### src/sv/sparsemax_weights_and_spmax_top_assert.svh
// Assertion macros used by the sparsemax datapath
`ifndef SPARSEMAX_WEIGHTS_AND_SPMAX_TOP_ASSERT_SVH
`define SPARSEMAX_WEIGHTS_AND_SPMAX_TOP_ASSERT_SVH

// same-cycle implication
`define SMX_AST_IMP(lbl, ck, rn, a, c) \
lbl: assert property (@(posedge ck) disable iff (!(rn)) (a) |-> (c)) \
	else $error("smx assertion failed");

// next-cycle implication
`define SMX_AST_NXT(lbl, ck, rn, a, c) \
lbl: assert property (@(posedge ck) disable iff (!(rn)) (a) |=> (c)) \
	else $error("smx assertion failed");

`endif

### src/sv/smx_pkg.sv
// Package: widths, constants and controller/datapath types for the sparsemax block
`default_nettype none
package smx_pkg;

	localparam int MAX_ITEMS_DEF = 16;
	localparam int VAL_W = 32;
	localparam int WT_W = 31;
	localparam int SPM_W = 48;
	localparam int WSUM_W = 47;
	localparam int FB_W = 2;
	localparam int RUN_W = 40;
	localparam int NUM_W = 41;
	localparam int WN = 40;
	localparam int SQ_W = 64;
	localparam int SSQ_W = 70;
	localparam int MW = 80;
	localparam int DEN_W = 24;
	localparam int DCNT_W = 7;
	localparam int UQ_W = 17;

	localparam logic [FB_W-1:0] FB_NONE = 2'd0;
	localparam logic [FB_W-1:0] FB_EMPTY = 2'd1;
	localparam logic [FB_W-1:0] FB_UNIFORM = 2'd2;

	localparam logic [UQ_W-1:0] ONE_Q16 = 17'd65536;
	localparam logic signed [RUN_W-1:0] ONE_R = 40'sd65536;
	localparam logic signed [SPM_W-1:0] HALF_Q16 = 48'sd32768;
	localparam logic [SPM_W-1:0] SPM_MAX = {1'b0, {(SPM_W-1){1'b1}}};
	localparam logic [SPM_W-1:0] SPM_MIN = {1'b1, {(SPM_W-1){1'b0}}};
	localparam logic [WT_W-1:0] WT_MAX = {WT_W{1'b1}};

	typedef struct packed {
		logic wr;
		logic clr_count;
		logic prep;
		logic scan_start;
		logic scan_run;
		logic walk1;
		logic walk2;
		logic fb_empty;
		logic sq_start;
		logic sq_run;
		logic ksum_run;
		logic sp_div_start;
		logic sp_fin;
		logic w_mul;
		logic w_num;
		logic w_write;
		logic u_start;
		logic u_fin;
		logic e_load;
		logic e_next;
	} smx_cmd_t;

	typedef struct packed {
		logic scan_done;
		logic found;
		logic k_zero;
		logic sq_done;
		logic ksum_done;
		logic div_done;
		logic num_pos;
		logic w_last;
		logic wsum_zero;
		logic e_last;
		logic out_fire;
	} smx_stat_t;

endpackage
`default_nettype wire

### src/sv/smx_ctrl.sv
// Controller: sequences load, walk, spmax, weight and emit phases
`default_nettype none
module smx_ctrl import smx_pkg::*; (
	input wire logic clk,
	input wire logic arst_n,
	input wire logic in_fire,
	input wire logic in_last,
	input wire smx_stat_t stat,
	output smx_cmd_t cmd,
	output logic in_ready
);
	typedef enum logic [23:0] {
		S_LOAD    = 24'h000001,
		S_PREP    = 24'h000002,
		S_SCAN_ST = 24'h000004,
		S_SCAN    = 24'h000008,
		S_WALK1   = 24'h000010,
		S_WALK2   = 24'h000020,
		S_SP_ST   = 24'h000040,
		S_SQ      = 24'h000080,
		S_KSUM    = 24'h000100,
		S_SP_DIV  = 24'h000200,
		S_SP_WAIT = 24'h000400,
		S_SP_FIN  = 24'h000800,
		S_W_RD    = 24'h001000,
		S_W_MUL   = 24'h002000,
		S_W_NUM   = 24'h004000,
		S_W_DIV   = 24'h008000,
		S_W_WR    = 24'h010000,
		S_W_CHK   = 24'h020000,
		S_U_DIV   = 24'h040000,
		S_U_WAIT  = 24'h080000,
		S_U_FIN   = 24'h100000,
		S_E_RD    = 24'h200000,
		S_E_LD    = 24'h400000,
		S_E_WAIT  = 24'h800000
	} smx_state_t;

	smx_state_t state_q, state_d;

	assign in_ready = state_q == S_LOAD;

	always_ff @(posedge clk or negedge arst_n) begin
		if (!arst_n) begin
			state_q <= S_LOAD;
		end else begin
			state_q <= state_d;
		end
	end

	always_comb begin
		cmd = '0;
		state_d = state_q;
		case (state_q)
			S_LOAD: begin
				cmd.wr = in_fire;
				if (in_fire && in_last) state_d = S_PREP;
			end
			S_PREP: begin
				cmd.prep = 1'b1;
				state_d = S_SCAN_ST;
			end
			S_SCAN_ST: begin
				cmd.scan_start = 1'b1;
				state_d = S_SCAN;
			end
			S_SCAN: begin
				cmd.scan_run = 1'b1;
				if (stat.scan_done) state_d = stat.found ? S_WALK1 : S_SP_ST;
			end
			S_WALK1: begin
				cmd.walk1 = 1'b1;
				state_d = S_WALK2;
			end
			S_WALK2: begin
				cmd.walk2 = 1'b1;
				state_d = S_SCAN_ST;
			end
			S_SP_ST: begin
				if (stat.k_zero) begin
					cmd.fb_empty = 1'b1;
					state_d = S_E_RD;
				end else begin
					cmd.sq_start = 1'b1;
					state_d = S_SQ;
				end
			end
			S_SQ: begin
				cmd.sq_run = 1'b1;
				if (stat.sq_done) state_d = S_KSUM;
			end
			S_KSUM: begin
				cmd.ksum_run = 1'b1;
				if (stat.ksum_done) state_d = S_SP_DIV;
			end
			S_SP_DIV: begin
				cmd.sp_div_start = 1'b1;
				state_d = S_SP_WAIT;
			end
			S_SP_WAIT: begin
				if (stat.div_done) state_d = S_SP_FIN;
			end
			S_SP_FIN: begin
				cmd.sp_fin = 1'b1;
				state_d = S_W_RD;
			end
			S_W_RD: begin
				state_d = S_W_MUL;
			end
			S_W_MUL: begin
				cmd.w_mul = 1'b1;
				state_d = S_W_NUM;
			end
			S_W_NUM: begin
				cmd.w_num = 1'b1;
				state_d = stat.num_pos ? S_W_DIV : S_W_WR;
			end
			S_W_DIV: begin
				if (stat.div_done) state_d = S_W_WR;
			end
			S_W_WR: begin
				cmd.w_write = 1'b1;
				state_d = stat.w_last ? S_W_CHK : S_W_RD;
			end
			S_W_CHK: begin
				state_d = stat.wsum_zero ? S_U_DIV : S_E_RD;
			end
			S_U_DIV: begin
				cmd.u_start = 1'b1;
				state_d = S_U_WAIT;
			end
			S_U_WAIT: begin
				if (stat.div_done) state_d = S_U_FIN;
			end
			S_U_FIN: begin
				cmd.u_fin = 1'b1;
				state_d = S_E_RD;
			end
			S_E_RD: begin
				state_d = S_E_LD;
			end
			S_E_LD: begin
				cmd.e_load = 1'b1;
				state_d = S_E_WAIT;
			end
			S_E_WAIT: begin
				if (stat.out_fire) begin
					cmd.e_next = 1'b1;
					if (stat.e_last) begin
						cmd.clr_count = 1'b1;
						state_d = S_LOAD;
					end else begin
						state_d = S_E_RD;
					end
				end
			end
			default: begin
				state_d = S_LOAD;
			end
		endcase
	end
endmodule
`default_nettype wire

### config.mk
export PLATFORM = sky130hd
export DESIGN_NAME = smx_ctrl
export DESIGN_NICKNAME = d
export VERILOG_FILES = /design/src/sv/sparsemax_weights_and_spmax_top_assert.svh /design/src/sv/smx_pkg.sv /design/src/sv/smx_ctrl.sv
export SDC_FILE = /design/constraint.sdc
export NUM_CORES = 1
export LEC_CHECK = 0
export BUFFER_PORTS_ARGS = -buffer_cell sky130_fd_sc_hd__buf_2
export CORE_MARGIN = 3
export CORE_UTILIZATION = 50
export DETAILED_ROUTE_END_ITERATION = 6
export PLACE_DENSITY = 0.71
export SYNTH_ARGS = -nofsm -noshare
export SYNTH_HDL_FRONTEND = slang
export SYNTH_SLANG_ARGS = --single-unit
### constraint.sdc
create_clock -name clk -period 4.5 [get_ports clk]
set_clock_uncertainty 0.15 [all_clocks]
set_input_delay 1.35 -clock clk [delete_from_list [all_inputs] [get_ports clk]]
set_output_delay 1.35 -clock clk [all_outputs]
set_load 0.005 [all_outputs]
==> out/qor.csv <==
stage,metric,value,unit
synth,yosysWarnings,0,
critical_path,reg2reg_from,state_q[21]$_DFFE_PN0P_,
cells_and_area,multiInputGateArea,980,sq um
cts,clock_sinks,24,
timing,hold_ws,0.423,ns
timing,worstMarginPinSlew,0.563,ns
cts,cts_root_buffer,clkbuf_4,
pwr,powerDensity,362,nW/um^2
run_status,outcome,completed,
cts,numCtsBuffers,3,
die,core,3080,sq um
route,wirelength,4110,um
route,first_pass_iters,4,
synth,yosysMostFrequentCell,dfrtp_1,
die,die_y,63.2,um
cells_and_area,fin_util,61.5,%
worst_hold_path,holdPathStages,1,
critical_path,rrSetupSlack,1.69,ns
cells_and_area,largest_reg_flops,24,
cells_and_area,ff_latch_area,602,sq um
synth,avgSynthCellArea,9.30,sq um
synth,yosysSeqAreaShare,36.8,%
timing,drv_slew,0,
timing,fin_crit,4.09,ns
pwr,ir_worst_vdd,0.220,mV
synth,synthDistinctLibCells,47,
critical_path,critical_path.max_fanout,6,
synth,ys_ff_latch,24,
placement,placed_area,1840,sq um
global_routing,grt_pass1_vias,1420,
cells_and_area,syn_to_final_growth,15.7,%
critical_path,critPathKind,reg2out,
critical_path,rr_endpoint,state_q[0]$_DFFE_PN1P_,
route,ant_nets,0,
die,dieArea,4000,sq um
synth,synth-edff-count,0,
synth,yosys-top-cells-area,"dfrtp_1, nor4_4, nor2_1",
synth,synth_area,1640,sq um
cts,cts_tree,built,
placement,io_buffers,35,
die,io-pin-count,36,
cts,htreeDepth,1,
global_routing,grt_pass1_wl,6960,um
cells_and_area,top_register,state_q,
synth,ys_top_cells_by_count,"dfrtp_1, nor2_1, nand2_1",
timing,setup_viol,0,
synth,yosysTopAreaCell,dfrtp_1,
cells_and_area,reg_top3,state_q: 24 flops,
job,cap_viol_max_count,0,
timing,fin_crit_sh,90.9,%
timing,maxSlewHeadroom,62.5,%
critical_path,setup.worst_path.start,state_q[21]$_DFFE_PN0P_,
critical_path,timing.critical_path.to,cmd[4],
synth,async_flop_share,100,%
global_routing,grt-ovfl-total,0,
global_routing,grt_max_degree,25,
global_routing,grt_usage,21.8,%
cells_and_area,diodes,0,
route,via_per_inst,5.88,
cts,post_cts_resized,0,
cts,ctsLongestPathBuffers,2,
critical_path,worstPathArrival,2.59,ns
route,vias,1499,
route,drt_iter0_markers,63,
pwr,p_total,686,uW
cells_and_area,drive_above_1_share,26.1,%
route,wl_per_cell,16.1,um
placement,dp_hpwl,3190,um
cts,post_cts_buffers,0,
timing,final_hold_viol_count,0,
worst_hold_path,min_path_type,reg2reg,
cts,holdBufCountCts,0,
global_routing,antenna_found_initial,0,
synth,synth_top_area_share,35.2,%
critical_path,crit_required,3.00,ns
cells_and_area,fin_area,1890,sq um
cts,cts.clk_slew.worst_paths,0.14,ns
placement,place_congestion,0.854,
cts,clk_latency,0.34,ns
synth,synth_nets,191,
die,row_count,20,
synth,ys.flop_type,dfrtp_1,
timing,setup_tns,0,ns
cells_and_area,nets,227,
critical_path,critPathLaunchType,flip-flop,
timing,fmax,244,MHz
synth,synthesis.instances,176,
route,drc,0,
die,fp.dieW,63.2,um
pwr,power_leakage,0.000997,uW
critical_path,reg2regPathDepth,7,
timing,rsz0062_at_grt,false,
die,initial_core_util,53.2,%
critical_path,crit_path_end_kind,output port,
cells_and_area,fill_cells,298,
-- routing by layer --
metal | global-route usage (%) | vias to the layer above | wire length [um]
met3 | 3.03 | 4 | 163
met2 | 37.0 | 36 | 2030
met5 | 0 | - | 0
met1 | 29.3 | 730 | 1880
met4 | 5.66 | 0 | 37
li1 | - | 729 | -
-- cells in the final DEF (no fill, tap or decap), types with 2 or more instances in the layout --
master / n
and3b_1: 2
nand2b_1: 4
nor4b_2: 2
o21ai_0: 6
and2_1: 3
dfrtp_1: 23
o21a_1: 2
nand4_1: 3
nand4b_1: 2
a21o_1: 4
nor4_1: 10
nor3b_1: 5
buf_2: 35
nand3_1: 4
nor4_4: 4
nand3b_1: 2
xor2_1: 5
a21oi_1: 2
nand2_1: 16
and3_1: 3
inv_1: 8
nor3_1: 10
or4_1: 4
and4b_1: 2
nor2_1: 18
o21bai_1: 4
or3_1: 3
nor4b_1: 3
nor2b_1: 2
clkbuf_4: 3
-- worst min path at each step --
stage / startpoint / end / slack (ns)
floorplan: state_q[15]$_DFFE_PN0P_ / state_q[15]$_DFFE_PN0P_ / 0.35
global placement: state_q[13]$_DFFE_PN0P_ / state_q[13]$_DFFE_PN0P_ / 0.38
detailed placement: state_q[15]$_DFFE_PN0P_ / state_q[15]$_DFFE_PN0P_ / 0.39
CTS: state_q[0]$_DFFE_PN1P_ / state_q[0]$_DFFE_PN1P_ / 0.42
global route: state_q[12]$_DFFE_PN0P_ / state_q[14]$_DFFE_PN0P_ / 0.44
finish: state_q[12]$_DFFE_PN0P_ / state_q[14]$_DFFE_PN0P_ / 0.42
-- report_power, final --
part,internal [uW],switching (uW),leakage [uW]
logic,101,164,0.000639
clock network,90.3,72.7,0.0000279
registers,233,24.0,0.000330
-- final cells by class --
| cell class | instances | area share, % |
|---|---|---|
| repair buffers | 35 | 9.25 |
| flip-flops and latches | 24 | 31.8 |
| clock inverters | 1 | 1.59 |
| inverters | 8 | 1.59 |
| multi-input cells | 140 | 51.7 |
| well taps | 44 | 2.91 |
| clock buffers | 3 | 1.19 |
-- cell families (layout without fill, tap and decap cells) --
family,after synthesis,in the layout,synth area share [%]
AOI/OAI and AO/OA,24,24,11.4
xor gates and xnor gates,6,6,3.21
buffers and inverters,12,47,3.36
DFF,24,24,36.8
and+or+nand+nor,110,110,45.3
-- critical path, stage by stage (launching register included) --
cell and delay, ns:
dfrtp_1 0.49, nor4_4 0.50, nand3_4 0.13, or4_1 0.59, nor4b_2 0.35, buf_2 0.18
-- metrics by stage --
stage,worst slack (ns),std cells
6_report,0.410,255
2_1_floorplan,1.06,176
4_1_cts,0.415,255
3_5_place_dp,0.818,251
5_1_grt,0.237,255
3_3_place_gp,0.862,251
(Power assumes the default switching activity.)
